### config.mk
export PLATFORM = sky130hd
export DESIGN_NAME = double_ended_queue
export DESIGN_NICKNAME = d
export VERILOG_FILES = /design/src/rtl/deq_pkg.sv /design/src/rtl/double_ended_queue.sv /design/src/rtl/deq_ram.sv
export SDC_FILE = /design/constraint.sdc
export NUM_CORES = 1
export LEC_CHECK = 0
export ABC_AREA = 0
export BUFFER_PORTS_ARGS = -buffer_cell sky130_fd_sc_hd__buf_2
export CAP_MARGIN = 20
export CORE_ASPECT_RATIO = 0.7
export CORE_UTILIZATION = 57
export CTS_CLUSTER_SIZE = 14
export DETAILED_ROUTE_END_ITERATION = 8
export GPL_TIMING_DRIVEN = 0
export PLACE_DENSITY = 0.77
export SLEW_MARGIN = 20
export SYNTH_ARGS = -nofsm -noshare
export SYNTH_HDL_FRONTEND = slang
export SYNTH_SLANG_ARGS = --single-unit
export TNS_END_PERCENT = 100
### constraint.sdc
create_clock -name i_clk -period 3.7 [get_ports i_clk]
set_input_delay 0.37 -clock i_clk [delete_from_list [all_inputs] [get_ports i_clk]]
set_output_delay 0.37 -clock i_clk [all_outputs]
set_load 0.01 [all_outputs]
### src/rtl/deq_pkg.sv
`timescale 1ns / 1ps
`default_nettype none

package deq_pkg;

    // command codes carried in tuser of the input word
    typedef enum logic [1:0] {
        CMD_PUSH_FRONT = 2'd0,
        CMD_PUSH_REAR  = 2'd1,
        CMD_POP_FRONT  = 2'd2,
        CMD_POP_REAR   = 2'd3
    } t_cmd;

    // result status carried in tuser of the output word
    typedef enum logic [1:0] {
        ST_OK    = 2'd0,
        ST_EMPTY = 2'd1,
        ST_FULL  = 2'd2
    } t_status;

    // control sequencer
    typedef enum logic {
        SEQ_IDLE = 1'b0,
        SEQ_READ = 1'b1
    } t_state;

    localparam int unsigned DATA_W = 8;
    localparam int unsigned OCC_W  = 5;

endpackage

`default_nettype wire

### src/rtl/double_ended_queue.sv
// Double-ended queue of bytes held in a ring buffer of DEPTH entries.
// Input channel (s_axis): tuser carries the command (push front, push rear,
// pop front, pop rear), tdata carries the byte to push; pops ignore it.
// Output channel (m_axis): one word per command. tdata carries the popped
// byte (zero for pushes and for a pop on an empty queue), the empty flag
// and the occupancy after the command; tuser carries the status (ok, pop
// on empty, push on full). A push into a full queue is dropped.
// Throughput: pushes and refused commands leave the sequencer idle, so one
// can be taken every cycle while the receiver keeps up. A successful pop
// passes through the read state while the registered read of the slot
// memory completes, and no new command is taken during that state.
// The result sits in an output register; a new command is taken while idle
// and that register is empty or being emptied in the same cycle, so a
// stalled receiver holds back the input after one waiting result.
// Reset clears the sequencer state, the head index, the entry count and the
// output valid; slot contents are undefined until pushed and are never read before that.
`timescale 1ns / 1ps
`default_nettype none

module double_ended_queue #(
    parameter int unsigned DEPTH = 16
) (
    input  wire logic        i_clk,
    input  wire logic        i_rst_n,
    // input word
    input  wire logic        i_s_axis_tvalid,
    output logic             o_s_axis_tready,
    input  wire logic [7:0]  i_s_axis_tdata,   // [7:0] item
    input  wire logic [1:0]  i_s_axis_tuser,   // [1:0] cmd
    // result word
    output logic             o_m_axis_tvalid,
    input  wire logic        i_m_axis_tready,
    output logic      [15:0] o_m_axis_tdata,   // [7:0] data_out, [8] is_empty,
                                               // [13:9] occupancy, [15:14] zero
    output logic      [1:0]  o_m_axis_tuser    // [1:0] status
);

    localparam int unsigned AW = $clog2(DEPTH);
    localparam int unsigned CW = $clog2(DEPTH + 1);
    localparam int unsigned SW = $clog2(2 * DEPTH);
    localparam int unsigned OW = deq_pkg::OCC_W;
    localparam int unsigned DW = deq_pkg::DATA_W;

    // control registers
    deq_pkg::t_state  r_state, n_state;
    logic [AW-1:0]    r_head, n_head;
    logic [CW-1:0]    r_count, n_count;
    logic             r_out_valid, n_out_valid;

    // result payload registers
    logic [DW-1:0]    r_out_data, n_out_data;
    deq_pkg::t_status r_out_status, n_out_status;
    logic             r_out_empty, n_out_empty;
    logic [OW-1:0]    r_out_occ, n_out_occ;

    // memory port signals
    logic             ram_we, ram_re;
    logic [AW-1:0]    ram_waddr, ram_raddr;
    logic [DW-1:0]    ram_rdata;

    logic             in_acc;
    deq_pkg::t_cmd    in_cmd;
    logic             is_full, is_empty_now;
    logic [AW-1:0]    head_dec, head_inc;
    logic [SW-1:0]    tail_sum, rear_sum;
    logic [AW-1:0]    rear_wr, rear_rd;
    logic [CW+OW-1:0] occ_ext;

    assign in_cmd       = deq_pkg::t_cmd'(i_s_axis_tuser);
    assign is_full      = (r_count == CW'(DEPTH));
    assign is_empty_now = (r_count == '0);

    // take a word while idle and the result register is free or draining
    assign o_s_axis_tready = (r_state == deq_pkg::SEQ_IDLE) &&
                             (!r_out_valid || i_m_axis_tready);
    assign in_acc = i_s_axis_tvalid && o_s_axis_tready;

    // ring index arithmetic, wrap by one compare and subtract
    assign head_dec = (r_head == '0) ? AW'(DEPTH - 1) : r_head - AW'(1);
    assign head_inc = (r_head == AW'(DEPTH - 1)) ? '0 : r_head + AW'(1);
    assign tail_sum = SW'(r_head) + SW'(r_count);
    assign rear_sum = tail_sum - SW'(1);
    assign rear_wr  = (tail_sum >= SW'(DEPTH)) ? AW'(tail_sum - SW'(DEPTH)) : AW'(tail_sum);
    assign rear_rd  = (rear_sum >= SW'(DEPTH)) ? AW'(rear_sum - SW'(DEPTH)) : AW'(rear_sum);

    // occupancy is reported masked to its field width
    assign occ_ext = {{OW{1'b0}}, n_count};

    // sequencer: command decode, memory access and result build
    always_comb begin
        n_state      = r_state;
        n_head       = r_head;
        n_count      = r_count;
        n_out_valid  = r_out_valid && !i_m_axis_tready;
        n_out_data   = r_out_data;
        n_out_status = r_out_status;
        n_out_empty  = r_out_empty;
        n_out_occ    = r_out_occ;
        ram_we       = 1'b0;
        ram_waddr    = rear_wr;
        ram_re       = 1'b0;
        ram_raddr    = r_head;

        unique case (r_state)
            deq_pkg::SEQ_IDLE: begin
                if (in_acc) begin
                    n_out_data   = '0;
                    n_out_status = deq_pkg::ST_OK;
                    n_out_valid  = 1'b1;
                    unique case (in_cmd)
                        deq_pkg::CMD_PUSH_FRONT: begin
                            if (is_full) begin
                                n_out_status = deq_pkg::ST_FULL;
                            end else begin
                                ram_we    = 1'b1;
                                ram_waddr = head_dec;
                                n_head    = head_dec;
                                n_count   = r_count + CW'(1);
                            end
                        end
                        deq_pkg::CMD_PUSH_REAR: begin
                            if (is_full) begin
                                n_out_status = deq_pkg::ST_FULL;
                            end else begin
                                ram_we    = 1'b1;
                                ram_waddr = rear_wr;
                                n_count   = r_count + CW'(1);
                            end
                        end
                        deq_pkg::CMD_POP_FRONT: begin
                            if (is_empty_now) begin
                                n_out_status = deq_pkg::ST_EMPTY;
                            end else begin
                                ram_re      = 1'b1;
                                ram_raddr   = r_head;
                                n_head      = head_inc;
                                n_count     = r_count - CW'(1);
                                n_out_valid = 1'b0;
                                n_state     = deq_pkg::SEQ_READ;
                            end
                        end
                        deq_pkg::CMD_POP_REAR: begin
                            if (is_empty_now) begin
                                n_out_status = deq_pkg::ST_EMPTY;
                            end else begin
                                ram_re      = 1'b1;
                                ram_raddr   = rear_rd;
                                n_count     = r_count - CW'(1);
                                n_out_valid = 1'b0;
                                n_state     = deq_pkg::SEQ_READ;
                            end
                        end
                    endcase
                    n_out_empty = (n_count == '0);
                    n_out_occ   = occ_ext[OW-1:0];
                end
            end
            deq_pkg::SEQ_READ: begin
                // slot data arrives from the registered read in the cycle after the read
                n_out_data  = ram_rdata;
                n_out_valid = 1'b1;
                n_state     = deq_pkg::SEQ_IDLE;
            end
        endcase
    end

    // control state
    always_ff @(posedge i_clk) begin
        if (!i_rst_n) begin
            r_state     <= deq_pkg::SEQ_IDLE;
            r_head      <= '0;
            r_count     <= '0;
            r_out_valid <= 1'b0;
        end else begin
            r_state     <= n_state;
            r_head      <= n_head;
            r_count     <= n_count;
            r_out_valid <= n_out_valid;
        end
    end

    // result payload
    always_ff @(posedge i_clk) begin
        r_out_data   <= n_out_data;
        r_out_status <= n_out_status;
        r_out_empty  <= n_out_empty;
        r_out_occ    <= n_out_occ;
    end

    // slot storage
    deq_ram #(
        .WIDTH (DW),
        .DEPTH (DEPTH)
    ) u_slots (
        .i_clk   (i_clk),
        .i_we    (ram_we),
        .i_waddr (ram_waddr),
        .i_wdata (i_s_axis_tdata),
        .i_re    (ram_re),
        .i_raddr (ram_raddr),
        .o_rdata (ram_rdata)
    );

    assign o_m_axis_tvalid = r_out_valid;
    assign o_m_axis_tdata  = {2'b00, r_out_occ, r_out_empty, r_out_data};
    assign o_m_axis_tuser  = r_out_status;

    // count stays within the ring
    a_count_range: assert property (@(posedge i_clk) disable iff (!i_rst_n)
        r_count <= CW'(DEPTH))
        else $error("entry count beyond ring depth");

    // a successful push grows the count by one
    a_push_count: assert property (@(posedge i_clk) disable iff (!i_rst_n)
        (in_acc && !is_full &&
         (in_cmd == deq_pkg::CMD_PUSH_FRONT || in_cmd == deq_pkg::CMD_PUSH_REAR))
        |=> (r_count == $past(r_count) + CW'(1)))
        else $error("push did not grow the count");

    // a successful pop waits for the slot read, then presents its result
    a_pop_read: assert property (@(posedge i_clk) disable iff (!i_rst_n)
        (in_acc && !is_empty_now &&
         (in_cmd == deq_pkg::CMD_POP_FRONT || in_cmd == deq_pkg::CMD_POP_REAR))
        |=> (r_state == deq_pkg::SEQ_READ && !r_out_valid) ##1 r_out_valid)
        else $error("pop result not presented after slot read");

    // no result is overwritten while the receiver stalls
    a_no_overrun: assert property (@(posedge i_clk) disable iff (!i_rst_n)
        (r_out_valid && !i_m_axis_tready) |=> (r_out_valid && $stable(o_m_axis_tdata)))
        else $error("waiting result lost or changed");

endmodule

`default_nettype wire

### src/rtl/deq_ram.sv
`timescale 1ns / 1ps
`default_nettype none

module deq_ram #(
    parameter int unsigned WIDTH = 8,
    parameter int unsigned DEPTH = 16
) (
    input  wire logic                     i_clk,
    input  wire logic                     i_we,
    input  wire logic [$clog2(DEPTH)-1:0] i_waddr,
    input  wire logic [WIDTH-1:0]         i_wdata,
    input  wire logic                     i_re,
    input  wire logic [$clog2(DEPTH)-1:0] i_raddr,
    output logic      [WIDTH-1:0]         o_rdata
);

    logic [WIDTH-1:0] r_mem [DEPTH];

    // single write port, registered read port
    always_ff @(posedge i_clk) begin
        if (i_we) begin
            r_mem[i_waddr] <= i_wdata;
        end
        if (i_re) begin
            o_rdata <= r_mem[i_raddr];
        end
    end

endmodule

`default_nettype wire
Yosys cells after proc, flatten, opt, wreduce, memory -nomap -nowiden
Memories as Yosys holds them, arrays and structs flattened. A register that Yosys moved wholly into a read port is not among the register bits.
Cells that the tools add are included.
{"block": "classes", "bitwise_logic": 1, "magnitude_cmp": 2, "addsub": 8, "muxes": 42, "reduce_logical": 15, "eq_ne": 8}
{"cell": "4-bit 2-to-1 mux", "n": 14}
{"cell": "5-bit 2-to-1 mux", "n": 6}
{"cell": "8-bit one-hot mux with 2 select lines", "n": 1}
{"cell": "1-bit 2-to-1 mux", "n": 14}
{"cell": "4-bit by 1-bit subtractor with 4-bit output (second input constant)", "n": 3}
{"cell": "5-bit greater-or-equal comparator (second input constant)", "n": 2}
{"cell": "5-bit logical NOT", "n": 2}
{"cell": "5-bit one-hot mux with 2 select lines", "n": 1}
{"cell": "5-bit by 1-bit subtractor with 5-bit output (second input constant)", "n": 2}
{"cell": "8-bit 2-to-1 mux", "n": 1}
{"cell": "4-bit one-hot mux with 2 select lines", "n": 1}
{"cell": "2-bit != test (second input constant)", "n": 3}
{"cell": "4-bit by 5-bit adder with 5-bit output", "n": 1}
{"cell": "5-bit by 1-bit adder with 5-bit output (second input constant)", "n": 1}
{"cell": "5-bit equality test (second input constant)", "n": 1}
{"cell": "5-bit AND reduction", "n": 1}
{"cell": "4-bit by 1-bit adder with 4-bit output (second input constant)", "n": 1}
{"cell": "2-bit equality test (second input constant)", "n": 2}
{"cell": "4-bit equality test (second input constant)", "n": 1}
{"cell": "4-bit logical NOT", "n": 1}
{"cell": "1-bit one-hot mux with 2 select lines", "n": 2}
{"cell": "2-bit one-hot mux with 2 select lines", "n": 1}
{"cell": "2-bit OR reduction", "n": 2}
{"cell": "1-bit logical AND", "n": 3}
{"cell": "8 further kinds", "n": 9}
{"block": "word_totals", "inputBits": 14, "wordCells": 85, "mem_bits_rw": 128, "regBits": 27, "out_inout_bits": 20, "n_memories": 1}
{"name": "u_slots.r_mem", "depth": 16, "width": 8, "read_ports": 1, "rd_clocked_by_memory_dff": 1, "wr": 1, "line_no": "deq_ram.sv:17", "rtl": "logic [WIDTH-1:0] r_mem [DEPTH];"}

Logic depth before layout (Yosys ltp)
{"block": "depth", "ltp_word": 8, "depth_mapped": 13, "mapped_depth_nobuf": 10}

Modules after synthesis
From an unflattened synthesis, not the netlist that was laid out.
{"block": "hier_totals", "cells_unflattened": 422, "area_unflattened_um2": 7086.8}
{"module": "deq_ram", "seq_area_each_um2": 4083.9, "area_each_um2": 5227.5, "cells_each": 229, "n_inst": 1}
{"module": "double_ended_queue", "seq_area_each_um2": 700.7, "area_each_um2": 1859.3, "cells_each": 193, "n_inst": 1}

Worst setup path after synthesis
No wires, ideal clock.
{"block": "synth_timing", "kind": "reg2reg", "from": "register r_count[0]", "to": "register u_slots.o_rdata[3], read port of u_slots.r_mem, data pin", "n_path_buf": 3, "synth_period_minus_slack_ns": 3.036, "t_required_ns": 3.418, "stages_incl_launch_ff": 14, "setup_slack_ns": 0.664, "arrival_ns": 2.753, "setup_ns": 0.282, "cell_sequence": "dfxtp_1 > inv_1 > ha_1 > or4b_4 > buf_6 > nand4_4 > inv_4 > buf_2 > nand3_1 > o21ai_1 > clkbuf_1 > o21ba_2 > o21ai_0 > a22oi_1"}
{"block": "synth_via", "elab_chain_len": 8, "elab_cells_between_ends": 14, "classes_between": "add/sub: 3; order compare: 1; mux: 9; reduce/logical: 1"}
{"item": "from (decl)", "line_no": "double_ended_queue.sv:47", "rtl": "logic [CW-1:0] r_count, n_count;"}
{"item": "from (signal assigned)", "line_no": "double_ended_queue.sv:177", "rtl": "r_count <= n_count;"}
{"item": "4-bit by 5-bit adder with 5-bit output", "line_no": "double_ended_queue.sv:81", "rtl": "assign tail_sum = SW'(r_head) + SW'(r_count);"}
{"item": "5-bit by 1-bit subtractor with 5-bit output", "line_no": "double_ended_queue.sv:82", "rtl": "assign rear_sum = tail_sum - SW'(1);"}
{"item": "4-bit by 1-bit subtractor with 4-bit output / 5-bit greater-or-equal comparator (equally long branches)", "line_no": "double_ended_queue.sv:84", "rtl": "assign rear_rd = (rear_sum >= SW'(DEPTH)) ? AW'(rear_sum - SW'(DEPTH)) : AW'(rear_sum);"}
{"item": "4-bit 2-to-1 mux", "line_no": "double_ended_queue.sv:84"}
{"item": "4-bit 2-to-1 mux", "line_no": "double_ended_queue.sv:143", "rtl": "if (is_empty_now) begin"}
{"item": "4-bit 2-to-1 mux"}
{"item": "4-bit 2-to-1 mux", "line_no": "double_ended_queue.sv:106", "rtl": "if (in_acc) begin"}
{"item": "4-bit 2-to-1 mux", "line_no": "double_ended_queue.sv:104", "rtl": "unique case (r_state)"}
{"item": "to (decl)", "line_no": "deq_ram.sv:14", "rtl": "output logic [WIDTH-1:0] o_rdata"}
Parallel ways exist; a longest one is shown, timed or not.
A chain may end at the register's enable or synchronous reset.

Final worst setup path
{"block": "layout_timing", "from": "register r_count[1]", "to": "register u_slots.o_rdata[1], read port of u_slots.r_mem, data pin"}
Same word-level chain as after synthesis.

==> flow_summary.toml <==
[timing]
finalCriticalPeriod_ps = 3660
setup_viol = 0
timing.final.crit_share = 0.990
hold_viol_final = 0
worst_clock_skew_ps = 12.4
measured_slew_at_the_worst_slew_check_pin_ps = 960
worst_slew_margin = 0.358
max_frequency_ghz = 0.273
final_max_slew_viol_count = 0
worst_hold_slack_ps = 235

[global_route]
first_global_vias = 4455
pin_count_of_the_biggest_net_entering_global_routing = 18
grt_antenna_before_repair = 0
globalRoute.busiestLayer = "met1"
grt_remaining_overflow = 0
groute.layer.met2.usage = 0.379
grt_use_total = 0.264
grt_util_met1 = 0.391
grt_use_met3 = 0.0749
wire_length_of_the_first_global_routing_pass_mm = 25.7

[outcome]
outcome = "complete, but fails checks"
violations = "DRC"

[setup_path]
crit_path_max_fanout = 17
worst_setup_path_end_kind = "flip-flop"
cp.arrival_ps = 3870
timing.setup.critical_path_class = "flip-flop to flip-flop"
worstSetupStartpointType = "flip-flop"
data_required_time_of_the_worst_path_ps = 3910

[job]
cap_viol_max_count = 0

[synth]
synth_area_per_cell_um2 = 13.6
synthFlopType = "edfxtp_1"
synth-seq-cells = 163
yosys_warnings = 0
post_synth_instance_area_um2 = 7410
number_of_flops_mapped_to_enable_cells_by_yosys = 152
synth.yosys.seq_area_share = 0.646
synth.distinct_cells = 60
netlist_instances = 544
asyncSetResetFlopFracSynth = 0

[clock_network]
cts_hold_repair.buffers = 0
cts.reportedPaths.clkPinSlew_ps = 70
cts_sinks = 163
worst_skew_pair.late_latency_ps = 420
clock_tree_buf_depth = 2
htreeDepth = 4
numCtsBuffers = 17
cts-root-buf = "clkbuf_16"
cts_tree = "done"

[layout]
inserted_diodes = 0
post-route-util = 0.664
fin_nets = 618
drive_above_1_share = 0.178
syn2layout_area_growth_pct = 12.5
fillCellCount = 884
finish.cell_count_without_fillers = 769

[place]
placed_instance_count = 737
buffer_ports.inserted = 30
routabilityCongestion = 0.871
dp.final_hpwl_mm = 11.5

[power]
power_frac_seq = 0.451
power_leakage_uw = 0.00294
p_sw_uw = 1410
clock_power_share = 0.333
switching_share = 0.292
cellInternalPower_uw = 3420
ir_drop_v = 0.000380
cellPowerDensity_nw_per_um2 = 579
pwr-share-comb = 0.215

[routing]
via_count = 4791
viasPerCell = 6.23
antenna_left = 0
first_iter_violations = 674
drc = 14
first_pass_iters = 9
detail_route.wirelength_mm = 16.9
wl_per_cell_um = 21.9

[die]
std_cell_rows = 34
floorplan.die_area_um2 = 13500
coreArea_um2 = 12500
die_h_um = 97.4
chipWidth_um = 138
io-pin-count = 34
initial_utilization = 0.590

[worst_hold_path]
kind_of_path_behind_the_tightest_hold_check = "primary input to flip-flop"
-- through the flow --
stage	setup WS, ps	total power [uW]	instance area, um2	setup TNS, ps
finish	35.6	4830	8330	0
global route	-7.51	5000	8330	-8.54
CTS	54.8	4790	8310	0
detailed placement	-145	3210	7760	-910
global placement	-105	3170	7760	-546
floorplan	664	2930	7410	0
-- sequential cells by signal (all words and copies together), names as in the netlist --
name / flops
u_slots.r_mem: 128
u_slots.o_rdata: 8
r_count: 5
r_out_data: 8
r_out_empty: 1
r_head: 4
o_m_axis_tuser: 2
r_state: 1
o_m_axis_tvalid: 1
r_out_occ: 5
-- layout make-up --
type | instances | area [um2] | area share
timing repair buffer | 31 | 158 | 0.0189
inverter | 28 | 111 | 0.0134
buffer | 28 | 195 | 0.0234
clock inverter | 13 | 101 | 0.0122
multi-input combinational | 325 | 2350 | 0.282
tap | 162 | 203 | 0.0243
clock buffer | 19 | 433 | 0.0519
sequential | 163 | 4780 | 0.574
-- kinds of logic (layout without fill, tap and decap cells) --
family	count (synthesis)	count (layout)	share of synthesized area
AOI/OAI and AO/OA	123	123	0.115
xor gates and xnor gates	12	12	0.0160
adders and majority gates	10	10	0.0179
buffers and inverters	57	119	0.0407
DFF	163	163	0.646
muxes	47	47	0.0758
other	1	2	0.000506
and+or+nand+nor	131	131	0.0883
-- cell usage after synthesis (all sizes together), types with 3 or more instances --
| master | number | area (um2) |
|---|---|---|
| a211oi | 15 | 113 |
| a21boi | 14 | 105 |
| a21oi | 15 | 78.8 |
| a22oi | 11 | 82.6 |
| a311oi | 3 | 26.3 |
| and2 | 15 | 96.3 |
| and3 | 9 | 56.3 |
| buf | 13 | 134 |
| clkbuf | 16 | 60.1 |
| clkinv | 3 | 11.3 |
| dfxtp | 11 | 220 |
| edfxtp | 152 | 4560 |
| ha | 9 | 113 |
| inv | 25 | 96.4 |
| mux2 | 3 | 33.8 |
| mux2i | 37 | 370 |
| mux4 | 7 | 158 |
| nand2 | 42 | 158 |
| nand2b | 4 | 25.0 |
| nand3 | 9 | 50.1 |
| nor2 | 35 | 134 |
| nor2b | 4 | 25.0 |
| nor4 | 3 | 18.8 |
| o21ai | 23 | 115 |
| o21ba | 7 | 70.1 |
| o22ai | 15 | 93.8 |
| o31a | 7 | 61.3 |
| xnor2 | 7 | 61.3 |
| xor2 | 4 | 35.0 |
-- timing repair --
item                                    4_1_cts  5_1_grt
resized for setup                             4        6
pin swaps                                     0        1
setup buffers                                 0        1
endpoints found under the setup margin        7        7
-- per-layer routing --
| layer | vias to the layer above | share of wire | wire, um |
|---|---|---|---|
| li1 | 2153 | - | - |
| met1 | 2340 | 0.45 | 7620 |
| met2 | 274 | 0.43 | 7210 |
| met3 | 24 | 0.11 | 1860 |
| met4 | 0 | 0.011 | 182 |
| met5 | - | 0 | 0 |
-- cells in the final DEF (no fill, tap or decap), types with 4 or more instances in the layout --
cell type and instances:
a211oi_1 14, a21boi_0 14, a21oi_1 14, a22oi_1 11, and2_1 14, and3_1 9, buf_2 32, buf_4 5
clkbuf_1 15, clkbuf_16 17, dfxtp_1 11, edfxtp_1 152, ha_1 9, inv_1 23, inv_6 5, mux2i_1 37
mux4_2 7, nand2_1 42, nand2b_1 4, nand3_1 8, nor2_1 33, nor2b_1 4, o21ai_0 21, o21ba_2 7
o22ai_1 15, o31a_1 7, xnor2_1 7, xor2_1 4
-- critical path, stage by stage (launching register included) --
cell and delay (ps):
dfxtp_1 410, inv_1 190, ha_1 250, or4b_4 480, buf_6 160, nand4_4 200, inv_4 60, clkbuf_4 240
a211oi_2 350, nor2_2 120, buf_4 190, o22ai_1 350, o21ai_0 160, a22oi_1 280
-- path summary, 6_finish.rpt --
path                            cells past startpoint                           end  slack (ps)                          from
worst max-delay path                               13  u_slots.o_rdata[1]$_DFFE_PP_          40         r_count[1]$_SDFF_PN0_
worst min-delay path                                3    o_m_axis_tvalid$_SDFF_PN0_         230               i_s_axis_tvalid
worst max register to register                     13  u_slots.o_rdata[1]$_DFFE_PP_          40         r_count[1]$_SDFF_PN0_
worst min register to register                      1   r_out_data[1]$_SDFFCE_PN0P_         520  u_slots.o_rdata[1]$_DFFE_PP_
-- power groups by stage --
stage	combinational, uW	clock [uW]	sequential (uW)
floorplan	708	0	2220
global placement	961	0	2210
detailed placement	994	0	2220
CTS	1000	1610	2180
global route	1120	1700	2190
finish	1040	1610	2180
(Power assumes the default switching activity.)
